`config.mk`:
```
export PLATFORM = sky130hd
export DESIGN_NAME = bounded_stack_palindrome_check
export DESIGN_NICKNAME = d
export VERILOG_FILES = /design/src/bspc_pkg.sv /design/src/bspc_queue.sv /design/src/bspc_front.sv /design/src/bspc_back.sv /design/src/bounded_stack_palindrome_check.sv
export VERILOG_INCLUDE_DIRS = /design/src /design/src/src
export SDC_FILE = /design/constraint.sdc
export NUM_CORES = 1
export LEC_CHECK = 0
export BUFFER_PORTS_ARGS = -buffer_cell sky130_fd_sc_hd__buf_2
export CORE_MARGIN = 1
export CORE_UTILIZATION = 42
export CTS_CLUSTER_SIZE = 8
export DETAILED_ROUTE_END_ITERATION = 10
export GPL_ROUTABILITY_DRIVEN = 0
export GPL_TIMING_DRIVEN = 0
export REMOVE_ABC_BUFFERS = 1
export SYNTH_ARGS = -nofsm -noshare
export SYNTH_HDL_FRONTEND = slang
export SYNTH_SLANG_ARGS = --single-unit
```
`constraint.sdc`:
```
create_clock -name clk -period 6.3 [get_ports clk]
set_clock_uncertainty 0.1 [all_clocks]
set_input_delay 0.315 -clock clk [delete_from_list [all_inputs] [get_ports clk]]
set_output_delay 0.315 -clock clk [all_outputs]
set_load 0.005 [all_outputs]
```
`src/bounded_stack_palindrome_check_macros.svh`:
```
`ifndef BOUNDED_STACK_PALINDROME_CHECK_MACROS_SVH
`define BOUNDED_STACK_PALINDROME_CHECK_MACROS_SVH

// same-cycle implication, sampled on clk, off during reset
`define BSPC_ASSERT_IMPL(lbl, ante, cons) \
  lbl: assert property (@(posedge clk) disable iff (!rst_n) (ante) |-> (cons)) \
    else $error("bspc assertion failed");

// next-cycle implication
`define BSPC_ASSERT_NEXT(lbl, ante, cons) \
  lbl: assert property (@(posedge clk) disable iff (!rst_n) (ante) |=> (cons)) \
    else $error("bspc assertion failed");

`endif

```
`src/bspc_pkg.sv`:
```
package bspc_pkg;

  localparam logic REQ_PUSH = 1'b0;
  localparam logic REQ_POP  = 1'b1;

  localparam logic [1:0] ST_OK        = 2'd0;
  localparam logic [1:0] ST_OVERFLOW  = 2'd1;
  localparam logic [1:0] ST_UNDERFLOW = 2'd2;

  typedef enum logic [1:0] {
    KIND_PUSH,
    KIND_POP,
    KIND_OVF,
    KIND_UND
  } kind_t;

  typedef struct packed {
    logic               req_type;
    logic signed [31:0] push_value;
  } in_t;

  typedef struct packed {
    logic [1:0]         status;
    logic signed [31:0] popped_value;
    logic [3:0]         fill_count;
    logic               is_palindrome;
  } out_t;

  typedef struct packed {
    kind_t              kind;
    logic signed [31:0] value;
  } cls_t;

  typedef struct packed {
    logic valid;
    logic full;
  } q_stat_t;

endpackage

```
`src/bspc_queue.sv`:
```
module bspc_queue (
  input  logic             clk,
  input  logic             rst_n,
  input  logic             push,
  input  bspc_pkg::cls_t   push_item,
  input  logic             pop,
  output bspc_pkg::cls_t   head_item,
  output bspc_pkg::q_stat_t stat
);
  import bspc_pkg::*;

  cls_t       slots_r [2];
  logic       wr_ptr_r, wr_ptr_nxt;
  logic       rd_ptr_r, rd_ptr_nxt;
  logic [1:0] cnt_r, cnt_nxt;

  assign head_item  = slots_r[rd_ptr_r];
  assign stat.valid = (cnt_r != 2'd0);
  assign stat.full  = (cnt_r == 2'd2);

  always_comb begin
    wr_ptr_nxt = wr_ptr_r;
    rd_ptr_nxt = rd_ptr_r;
    cnt_nxt    = cnt_r;
    if (push) begin
      wr_ptr_nxt = ~wr_ptr_r;
    end
    if (pop) begin
      rd_ptr_nxt = ~rd_ptr_r;
    end
    case ({push, pop})
      2'b10:   cnt_nxt = cnt_r + 2'd1;
      2'b01:   cnt_nxt = cnt_r - 2'd1;
      default: cnt_nxt = cnt_r;
    endcase
  end

  always_ff @(posedge clk) begin
    if (!rst_n) begin
      wr_ptr_r <= 1'b0;
      rd_ptr_r <= 1'b0;
      cnt_r    <= 2'd0;
    end else begin
      wr_ptr_r <= wr_ptr_nxt;
      rd_ptr_r <= rd_ptr_nxt;
      cnt_r    <= cnt_nxt;
    end
  end

  always_ff @(posedge clk) begin
    if (push) begin
      slots_r[wr_ptr_r] <= push_item;
    end
  end

endmodule

```
`src/bspc_front.sv`:
```
module bspc_front #(
  parameter int STACK_DEPTH = 8,
  parameter int CW          = 4
) (
  input  logic              clk,
  input  logic              rst_n,
  input  logic              start,
  input  bspc_pkg::in_t     in_data,
  output logic              busy,
  input  bspc_pkg::q_stat_t q_stat,
  output logic              q_push,
  output bspc_pkg::cls_t    q_item
);
  import bspc_pkg::*;

  logic [CW-1:0] cnt_r, cnt_nxt;

  assign busy   = q_stat.full;
  assign q_push = start && !q_stat.full;

  always_comb begin
    cnt_nxt      = cnt_r;
    q_item.value = in_data.push_value;
    if (in_data.req_type == REQ_PUSH) begin
      if (cnt_r >= CW'(STACK_DEPTH)) begin
        q_item.kind = KIND_OVF;
      end else begin
        q_item.kind = KIND_PUSH;
        cnt_nxt     = cnt_r + CW'(1);
      end
    end else begin
      if (cnt_r == '0) begin
        q_item.kind = KIND_UND;
      end else begin
        q_item.kind = KIND_POP;
        cnt_nxt     = cnt_r - CW'(1);
      end
    end
  end

  always_ff @(posedge clk) begin
    if (!rst_n) begin
      cnt_r <= '0;
    end else if (q_push) begin
      cnt_r <= cnt_nxt;
    end
  end

endmodule

```
`src/bspc_back.sv`:
```
`include "bounded_stack_palindrome_check_macros.svh"

module bspc_back #(
  parameter int STACK_DEPTH = 8,
  parameter int AW          = 3,
  parameter int CW          = 4
) (
  input  logic              clk,
  input  logic              rst_n,
  input  bspc_pkg::q_stat_t q_stat,
  input  bspc_pkg::cls_t    q_item,
  output logic              q_pop,
  output logic              out_valid,
  output bspc_pkg::out_t    out_data
);
  import bspc_pkg::*;

  typedef enum logic {S_IDLE, S_CHECK} state_t;

  logic signed [31:0] mem [STACK_DEPTH];

  state_t             state_r, state_nxt;
  logic [CW-1:0]      cnt_r, cnt_nxt;
  logic [AW-1:0]      lo_r, lo_nxt;
  logic [AW-1:0]      hi_r, hi_nxt;
  logic               pend_r, pend_nxt;
  logic               pal_r, pal_nxt;
  kind_t              kind_r, kind_nxt;
  logic               out_valid_r, out_valid_nxt;
  out_t               out_data_r, out_data_nxt;
  logic signed [31:0] rd_a_r, rd_b_r, rd_pop_r;

  logic               take, issue, mismatch, done;
  logic [CW-1:0]      cnt_take, cnt_dec, pop_dec;
  logic [AW-1:0]      hi_start;

  assign take     = (state_r == S_IDLE) && q_stat.valid;
  assign q_pop    = take;
  assign issue    = (state_r == S_CHECK) && (lo_r < hi_r);
  assign mismatch = pend_r && (rd_a_r != rd_b_r);
  assign done     = (state_r == S_CHECK) && !issue && !pend_r;
  assign cnt_dec  = cnt_take - CW'(1);
  assign pop_dec  = cnt_r - CW'(1);
  assign hi_start = (cnt_take == '0) ? '0 : cnt_dec[AW-1:0];

  always_comb begin
    case (q_item.kind)
      KIND_PUSH: cnt_take = cnt_r + CW'(1);
      KIND_POP:  cnt_take = cnt_r - CW'(1);
      default:   cnt_take = cnt_r;
    endcase
  end

  always_comb begin
    state_nxt = state_r;
    cnt_nxt   = cnt_r;
    lo_nxt    = lo_r;
    hi_nxt    = hi_r;
    pend_nxt  = 1'b0;
    pal_nxt   = pal_r;
    kind_nxt  = kind_r;
    case (state_r)
      S_IDLE: begin
        if (take) begin
          state_nxt = S_CHECK;
          cnt_nxt   = cnt_take;
          lo_nxt    = '0;
          hi_nxt    = hi_start;
          pal_nxt   = 1'b1;
          kind_nxt  = q_item.kind;
        end
      end
      S_CHECK: begin
        pend_nxt = issue;
        if (issue) begin
          lo_nxt = lo_r + AW'(1);
          hi_nxt = hi_r - AW'(1);
        end
        if (mismatch) begin
          pal_nxt = 1'b0;
        end
        if (done) begin
          state_nxt = S_IDLE;
        end
      end
      default: state_nxt = S_IDLE;
    endcase
  end

  always_comb begin
    out_valid_nxt              = done;
    out_data_nxt.popped_value  = '0;
    out_data_nxt.fill_count    = 4'(cnt_r);
    out_data_nxt.is_palindrome = pal_r;
    case (kind_r)
      KIND_OVF: out_data_nxt.status = ST_OVERFLOW;
      KIND_UND: out_data_nxt.status = ST_UNDERFLOW;
      KIND_POP: begin
        out_data_nxt.status       = ST_OK;
        out_data_nxt.popped_value = rd_pop_r;
      end
      default:  out_data_nxt.status = ST_OK;
    endcase
  end

  always_ff @(posedge clk) begin
    if (!rst_n) begin
      state_r     <= S_IDLE;
      cnt_r       <= '0;
      pend_r      <= 1'b0;
      out_valid_r <= 1'b0;
    end else begin
      state_r     <= state_nxt;
      cnt_r       <= cnt_nxt;
      pend_r      <= pend_nxt;
      out_valid_r <= out_valid_nxt;
    end
    lo_r   <= lo_nxt;
    hi_r   <= hi_nxt;
    pal_r  <= pal_nxt;
    kind_r <= kind_nxt;
    if (done) begin
      out_data_r <= out_data_nxt;
    end
  end

  always_ff @(posedge clk) begin
    if (take && q_item.kind == KIND_PUSH) begin
      mem[cnt_r[AW-1:0]] <= q_item.value;
    end
    if (take && q_item.kind == KIND_POP) begin
      rd_pop_r <= mem[pop_dec[AW-1:0]];
    end
    if (issue) begin
      rd_a_r <= mem[lo_r];
      rd_b_r <= mem[hi_r];
    end
  end

  assign out_valid = out_valid_r;
  assign out_data  = out_data_r;

  `BSPC_ASSERT_IMPL(a_cnt_bound, 1'b1, cnt_r <= CW'(STACK_DEPTH))
  `BSPC_ASSERT_NEXT(a_strobe_single, out_valid_r, !out_valid_r)
  `BSPC_ASSERT_IMPL(a_fail_no_pop, out_valid_r && out_data_r.status != ST_OK, out_data_r.popped_value == '0)
  `BSPC_ASSERT_IMPL(a_short_pal, out_valid_r && cnt_r < CW'(2), out_data_r.is_palindrome)

endmodule

```
`src/bounded_stack_palindrome_check.sv`:
```
// Bounded LIFO stack of signed 32-bit words with a mirror-symmetry check.
// Input channel: in_data (req_type push/pop, push_value) is taken at a rising
// edge with start high and busy low. busy is high while the two-entry
// transaction queue between the classifier and the executor is full.
// Result channel: out_valid strobes for exactly one cycle with out_data
// (status, popped_value, fill_count, is_palindrome). The receiver cannot
// stall; every transaction yields exactly one result, in order.
// The executor handles one transaction at a time: it takes it from the
// queue, compares the P = floor(fill/2) mirrored pairs after the operation
// one after another through the two read ports of the stack memory, folds
// in the last compare and registers the result. It takes the next one from
// the queue only once that check is done; up to two transactions wait in
// the queue meanwhile.
// Reset (rst_n low, synchronous): stack empty, queue empty, no strobe.
// Stack contents are not cleared; only written entries are ever read.
module bounded_stack_palindrome_check #(
  parameter int STACK_DEPTH = 8
) (
  input  logic           clk,
  input  logic           rst_n,
  input  logic           start,
  input  bspc_pkg::in_t  in_data,
  output logic           busy,
  output logic           out_valid,
  output bspc_pkg::out_t out_data
);
  import bspc_pkg::*;

  localparam int AW = (STACK_DEPTH > 1) ? $clog2(STACK_DEPTH) : 1;
  localparam int CW = $clog2(STACK_DEPTH + 1);

  q_stat_t q_stat;
  logic    q_push, q_pop;
  cls_t    q_in, q_out;

  bspc_front #(
    .STACK_DEPTH(STACK_DEPTH),
    .CW(CW)
  ) u_front (
    .clk(clk),
    .rst_n(rst_n),
    .start(start),
    .in_data(in_data),
    .busy(busy),
    .q_stat(q_stat),
    .q_push(q_push),
    .q_item(q_in)
  );

  bspc_queue u_queue (
    .clk(clk),
    .rst_n(rst_n),
    .push(q_push),
    .push_item(q_in),
    .pop(q_pop),
    .head_item(q_out),
    .stat(q_stat)
  );

  bspc_back #(
    .STACK_DEPTH(STACK_DEPTH),
    .AW(AW),
    .CW(CW)
  ) u_back (
    .clk(clk),
    .rst_n(rst_n),
    .q_stat(q_stat),
    .q_item(q_out),
    .q_pop(q_pop),
    .out_valid(out_valid),
    .out_data(out_data)
  );

endmodule

```
# Word-level counts from Yosys, hierarchy flattened
# Memories as Yosys holds them, arrays and structs flattened. A register that Yosys moved wholly into a read port is not among the register bits.
# Cells that the tools add are included.
[totals] regBits=63 ram_bits=324 memories=2
[mem_list] memory="u_back.mem" depth=8 word_bits=32 rd=3 rd_ports_with_merged_regs=3 wr=1 line_no="bspc_back.sv:20" text="logic signed [31:0] mem [STACK_DEPTH];"
[mem_list] memory="u_queue.slots_r" depth=2 word_bits=34 rd=1 rd_ports_with_merged_regs=1 wr=1 line_no="bspc_queue.sv:12" text="cls_t slots_r [2];"
[op_classes] add_sub_neg=9 magnitude_cmp=2 n_eq_ne=13 mux=28 bitwise_logic=3 reduce_logical=21
[op_table] op="32-bit != test" count=1
[op_table] op="3-bit two-way mux" count=5
[op_table] op="4-bit two-way mux" count=3
[op_table] op="3-bit case mux with 2 select lines" count=2
[op_table] op="1-bit two-way mux" count=10
[op_table] op="4-bit by 1-bit adder with 4-bit output, second input constant" count=2
[op_table] op="2-bit == test, second input constant" count=4
[op_table] op="1-bit logical AND" count=8
[op_table] op="4-bit logical NOT" count=2
[op_table] op="2-bit != test, second input constant" count=4
[op_table] op="2-bit case mux with 2 select lines" count=2
[op_table] op="4-bit case mux with 2 select lines" count=1
[op_table] op="2-bit AND reduction" count=4
[op_table] op="4-bit by 1-bit subtractor with 4-bit output, second input constant" count=2
[op_table] op="2-bit by 1-bit == test with 1-bit output, second input constant" count=3
[op_table] op="2-bit two-way mux" count=3
[op_table] op="3-bit by 1-bit subtractor with 3-bit output, second input constant" count=2
[op_table] op="4-bit greater-or-equal comparator, second input constant" count=1
[op_table] op="1-bit case mux with 2 select lines" count=2
[op_table] op="2-bit nonzero test" count=2
[op_table] op="3-bit by 1-bit adder with 3-bit output, second input constant" count=1
[op_table] op="1-bit logical NOT" count=3
[op_table] op="3-bit < comparator" count=1
[op_table] op="1-bit NOT" count=3
[op_table] op="5 further kinds" count=5

# Longest topological paths before layout
[depth] word_depth=7 ltp_mapped=9 depth_no_buf=8

# Hierarchy
# Synthesis repeated with hierarchy kept, for this count alone.
[unflattened] hier_cells=1171 area_unflattened_um2=22108.7
[by_module_without_submodules] mod="bspc_back" instances=1 cells_each=978 area_per_inst_um2=18903.1
[by_module_without_submodules] mod="bspc_queue" instances=1 cells_each=128 area_per_inst_um2=2663.8
[by_module_without_submodules] mod="bspc_front" instances=1 cells_each=65 area_per_inst_um2=541.8

# Worst setup path after synthesis
# No wires, ideal clock.
[synth_timing] kind="register to register" start="register u_back.hi_r[1]" end="register u_back.out_data_r (netlist bit u_back.out_data[0]) (enable)" arrival_ps=4145 required_ps=5715 path_slack_ps=1570 stages_incl_launch_ff=8 period_less_slack_ps=4730 path_cell_list="edfxtp_1 -> buf_2 -> buf_1 -> inv_1 -> ha_1 -> a21o_1 -> a21oi_1 -> nor3_1"
[synth_between] elab_chain_cells=5
[synth_rtl] element="start, declared" line_no="bspc_back.sv:25" text="logic [AW-1:0] hi_r, hi_nxt;"
[synth_rtl] element="start signal, assigned" line_no="bspc_back.sv:119" text="hi_r <= hi_nxt;"
[synth_rtl] element="3-bit < comparator" line_no="bspc_back.sv:39" text="assign issue = (state_r == S_CHECK) && (lo_r < hi_r);"
[synth_rtl] element="1-bit logical AND" line_no="bspc_back.sv:39"
[synth_rtl] element="1-bit logical NOT" line_no="bspc_back.sv:41" text="assign done = (state_r == S_CHECK) && !issue && !pend_r;"
[synth_rtl] element="1-bit logical AND (2 in a row)" line_no="bspc_back.sv:41"
[synth_rtl] element="net u_back.done" line_no="bspc_back.sv:33" text="logic take, issue, mismatch, done;"
[synth_rtl] element="end signal, assigned" line_no="bspc_back.sv:123" text="out_data_r <= out_data_nxt;"
[synth_rtl] element="end, declared" line_no="bspc_back.sv:30" text="out_t out_data_r, out_data_nxt;"
# The timed path passes the listed nets, and every way through them passes these cells.
# A chain may end at the register's enable or synchronous reset.

# Final worst setup path
[layout_timing] start="register u_queue.cnt_r[0]" end="memory u_back.mem[1][30] (enable)"
[layout_between] elab_chain_cells=5
[layout_rtl] element="start, declared" line_no="bspc_queue.sv:15" text="logic [1:0] cnt_r, cnt_nxt;"
[layout_rtl] element="start signal, assigned" line_no="bspc_queue.sv:46" text="cnt_r <= cnt_nxt;"
[layout_rtl] element="2-bit nonzero test" line_no="bspc_queue.sv:18" text="assign stat.valid = (cnt_r != 2'd0);"
[layout_rtl] element="1-bit logical AND" line_no="bspc_back.sv:37" text="assign take = (state_r == S_IDLE) && q_stat.valid;"
[layout_rtl] element="1-bit logical AND" line_no="bspc_back.sv:128" text="if (take && q_item.kind == KIND_PUSH) begin"
[layout_rtl] element="1-bit two-way mux" line_no="bspc_back.sv:128"
[layout_rtl] element="1-bit two-way mux (not written as such)" line_no="bspc_back.sv:129" text="mem[cnt_r[AW-1:0]] <= q_item.value;"
[layout_rtl] element="end, declared" line_no="bspc_back.sv:20"
# No other way between the ends.

==> results.py <==
metrics = {
    "yosys": {
        "syn_area_per_cell_um2": 19.17,
        "synthDistinctLibCells": 40,
        "synthFlopType": "sky130_fd_sc_hd__edfxtp_1",
        "post_synth_xor_area_fraction_pct": 1.924,
        "adder_and_majority_gate_portion_of_the_synthesized_area_pct": 0.6068,
        "synthesis.area_um2": 21860,
        "synth_warnings": 0,
        "ys_seq_area_share_pct": 65.77,
        "total_of_flip_flops_plus_latches_after_synthesis": 484,
        "synth_compound_gate_area_share_pct": 0.7786,
        "synth.area.mux_share_pct": 25.08,
        "async_flop_share_pct": 0,
        "yosys.area_share.simple_pct": 4.208,
        "synth_top_family_by_area": "multiplexers",
        "netlist_instances": 1140,
        "synth_edf_count": 468,
    },
    "layout": {
        "layout.area.seq_um2": 14380,
        "fin_nets": 1353,
        "n_fill_cell": 4117,
        "final_cell_area_um2": 26340,
        "multiInputGateArea_um2": 7248,
        "final_util_pct": 51.23,
        "layout.cells.most_common_list": "468 x sky130_fd_sc_hd__edfxtp_1, 192 x sky130_fd_sc_hd__mux4_2, 111 x sky130_fd_sc_hd__nand2_1",
        "drive_above_1_share_pct": 39.18,
        "areaGrowthSynthToFinish_pct": 20.49,
        "antenna_cells": 0,
        "most_common_library_cell_in_the_layout_ignoring_fill_and_taps": "sky130_fd_sc_hd__edfxtp_1",
    },
    "grt": {
        "wire_length_of_the_first_global_routing_pass_mm": 73.45,
        "grt.total_usage_pct": 19.10,
        "largest_net_degree_at_the_start_of_global_routing": 47,
        "gr-total-overflow": 0,
        "grt_antenna_before_repair": 0,
        "via_count_of_the_first_global_routing_pass": 11810,
    },
    "floorplanning": {
        "die_width_um": 230.1,
        "std_cell_rows": 83,
        "fp.dieH_um": 230.1,
        "floorplan.initialDensity_pct": 42.52,
        "die_area_um2": 52960,
        "coreArea_um2": 51410,
        "num_io_pins": 77,
    },
    "setup_path": {
        "critical_path.reg2reg.endpoint": "u_back.mem[1][30]$_DFFE_PP_",
        "r2r_slack_ns": 2.43,
        "path_max_fanout": 14,
        "critical-path-max-stage-delay_ns": 0.95,
        "required_ns": 6.48,
        "critical_register_to_register_path_startpoint": "u_queue.cnt_r[0]$_SDFFE_PN0P_",
        "worstPathCellList": "nor2_1 > nor2_1 > nand4_1 > nor3_2 > buf_6 > buf_6 > buf_6",
        "crit_path_end_kind": "register",
        "critical-path-top-cell-by-count": "sky130_fd_sc_hd__buf_6",
        "arrival_ns": 4.05,
        "path_class": "reg2reg",
        "cp-start-kind": "register",
        "slowest_stage": "sky130_fd_sc_hd__nor3_2",
        "number_of_cells_on_the_worst_reg_to_reg_path": 7,
    },
    "clocking": {
        "clk_transition_reported_paths_ns": 0.05,
        "cts-resized-gates": 0,
        "tritoncts_clock_tree": "yes",
        "cts_hold_buffers": 33,
        "cts_max_path_buffers": 3,
        "clock_sink_count": 484,
        "cts.repair_timing.setup_buffer_count": 0,
        "ctsRootBufferMaster": "sky130_fd_sc_hd__clkbuf_16",
        "clk-insertion-delay-late_ns": 0.59,
        "cts.htree.levels": 3,
        "cts_made_buffers": 70,
    },
    "power_and_ir_drop": {
        "ir_drop_v": 0.0004312,
        "cellLeakagePower_nw": 8.756,
        "p_per_area_nw_per_um2": 500.2,
    },
    "detailed_routing": {
        "num_vias": 11290,
        "wl_mm": 49.27,
        "routed_via_density": 5.639,
        "drt-pass1-iter-count": 5,
        "dr_wl_met3_mm": 2.282,
        "drt_iter0_drc": 964,
        "detail-route-antenna-nets": 0,
        "drc": 0,
        "top_layer": "met4",
        "detailroute.wirelength.met2_mm": 26.27,
        "drt-met1-wl_mm": 19.58,
        "detail_route.wl_per_cell_um": 24.61,
    },
    "placed_design": {
        "post-dp-hpwl_mm": 32.39,
        "count_of_input_and_output_buffers": 76,
        "placement.cell_area_um2": 24120,
        "pre_cts_slack_ns": 2.528,
    },
    "hold_path": {
        "hp_class": "in2reg",
        "hold_path_end": "u_queue.wr_ptr_r$_SDFFE_PN0P_",
        "whs_path_depth": 2,
        "min_from": "rst_n",
    },
    "timing": {
        "fmax_ghz": 0.2583,
        "hold_violations": 0,
        "finalSetupViolations": 0,
        "finalWorstSetupSlack_ns": 2.428,
        "rsz_0062_raised_after_global_routing": "false",
        "slew_headroom_pct": 26.82,
        "post-route-min-period_ns": 3.872,
        "final.period_utilization_pct": 61.45,
        "tightestPinTransition_ns": 1.094,
        "hold-worst-slack_ns": 0.01850,
        "finalMaxSlewViolations": 0,
    },
    "run": {
        "max_cap_viol_count": 0,
    },
    "outcome": {
        "outcome": "finished, final reports clean",
    },
}
cells in the mapped netlist, drive strengths merged, types with 3 or more instances:
library cell / number / area share [%]
edfxtp: 468 / 64
xor2: 35 / 1.4
mux2i: 4 / 0.30
nand2: 111 / 1.9
o211a: 4 / 0.18
and2: 44 / 1.3
nor4: 10 / 0.29
nand4: 4 / 0.11
mux4: 192 / 20
o21ai: 8 / 0.18
clkbuf: 32 / 0.55
inv: 13 / 0.22
nor3: 4 / 0.092
nor2: 15 / 0.26
buf: 37 / 0.86
nor2b: 3 / 0.086
a21oi: 5 / 0.13
xnor2: 13 / 0.52
ha: 9 / 0.52
dfxtp: 16 / 1.5
mux2: 97 / 5.0
cells by family after synthesis:
family                     Yosys count
DFF                                484
muxes                              293
and+or+nand+nor                    198
buffers and inverters               82
xor gates and xnor gates            48
AOI/OAI and AO/OA                   25
adders and majority gates           10
layout make-up:
| class | instances | share of cell area [%] |
|---|---|---|
| Tap cell | 680 | 3.231 |
| Sequential cell | 484 | 54.60 |
| Timing Repair Buffer | 164 | 7.288 |
| Inverter | 13 | 0.1853 |
| Multi-Input combinational cell | 574 | 27.52 |
| Clock buffer | 86 | 7.160 |
| Clock inverter | 1 | 0.01425 |
per-layer routing:
metal | track usage [%] | up-vias
li1 | - | 4963
met1 | 23.09 | 5933
met2 | 34.30 | 313
met3 | 3.125 | 80
met4 | 6.892 | 0
met5 | 0 | -
registers in the layout, summed over array words and instances (netlist names), 3 cells and up, named ones only:
name and count:
u_back.hi_r 3, u_back.out_data 39, u_back.cnt_r 4, u_back.rd_pop_r 32, u_queue.slots_r 68, u_back.lo_r 3
u_front.cnt_r 4, u_back.mem 256, u_back.rd_b_r 32, u_back.rd_a_r 32
where the power goes:
| group | internal [mW] | switching, mW | total [mW] |
|---|---|---|---|
| Combinational | 2.68 | 2.36 | 5.04 |
| Clock | 2.06 | 1.25 | 3.31 |
| Sequential | 4.43 | 0.391 | 4.82 |
| Total | 9.17 | 4.00 | 13.2 |
metrics by stage:
stage	power, mW	setup TNS, ns	std cells
CTS	13.36	0	2002
finish	13.17	0	2002
global route	13.80	0	2002
global placement	9.526	-991.44	1827
detailed placement	9.992	0	1882
floorplan	8.072	-1.424	1071
critical path, delay by kind of cell, from the launching register on:
| family | cells | cell delay (ns) |
|---|---|---|
| AND/OR/NAND/NOR | 4 | 2.47 |
| flip-flops | 1 | 0.41 |
| buffers and inverters | 3 | 0.58 |
worst max path at each step:
stage,start,to,cells after the start
final,u_queue.cnt_r[0]$_SDFFE_PN0P_,u_back.mem[1][30]$_DFFE_PP_,7
after global routing,u_queue.cnt_r[0]$_SDFFE_PN0P_,u_back.mem[1][31]$_DFFE_PP_,7
after CTS,u_queue.cnt_r[0]$_SDFFE_PN0P_,u_back.mem[1][4]$_DFFE_PP_,7
after detailed placement,u_queue.cnt_r[0]$_SDFFE_PN0P_,u_back.mem[1][0]$_DFFE_PP_,7
after global placement,u_back.cnt_r[0]$_SDFFE_PN0P_,u_back.mem[1][12]$_DFFE_PP_,2
after floorplan,u_back.lo_r[0]$_SDFFCE_PN0P_,u_back.out_data[0]$_DFFE_PN_,4
Note: power is estimated with default switching activity, not from simulation.
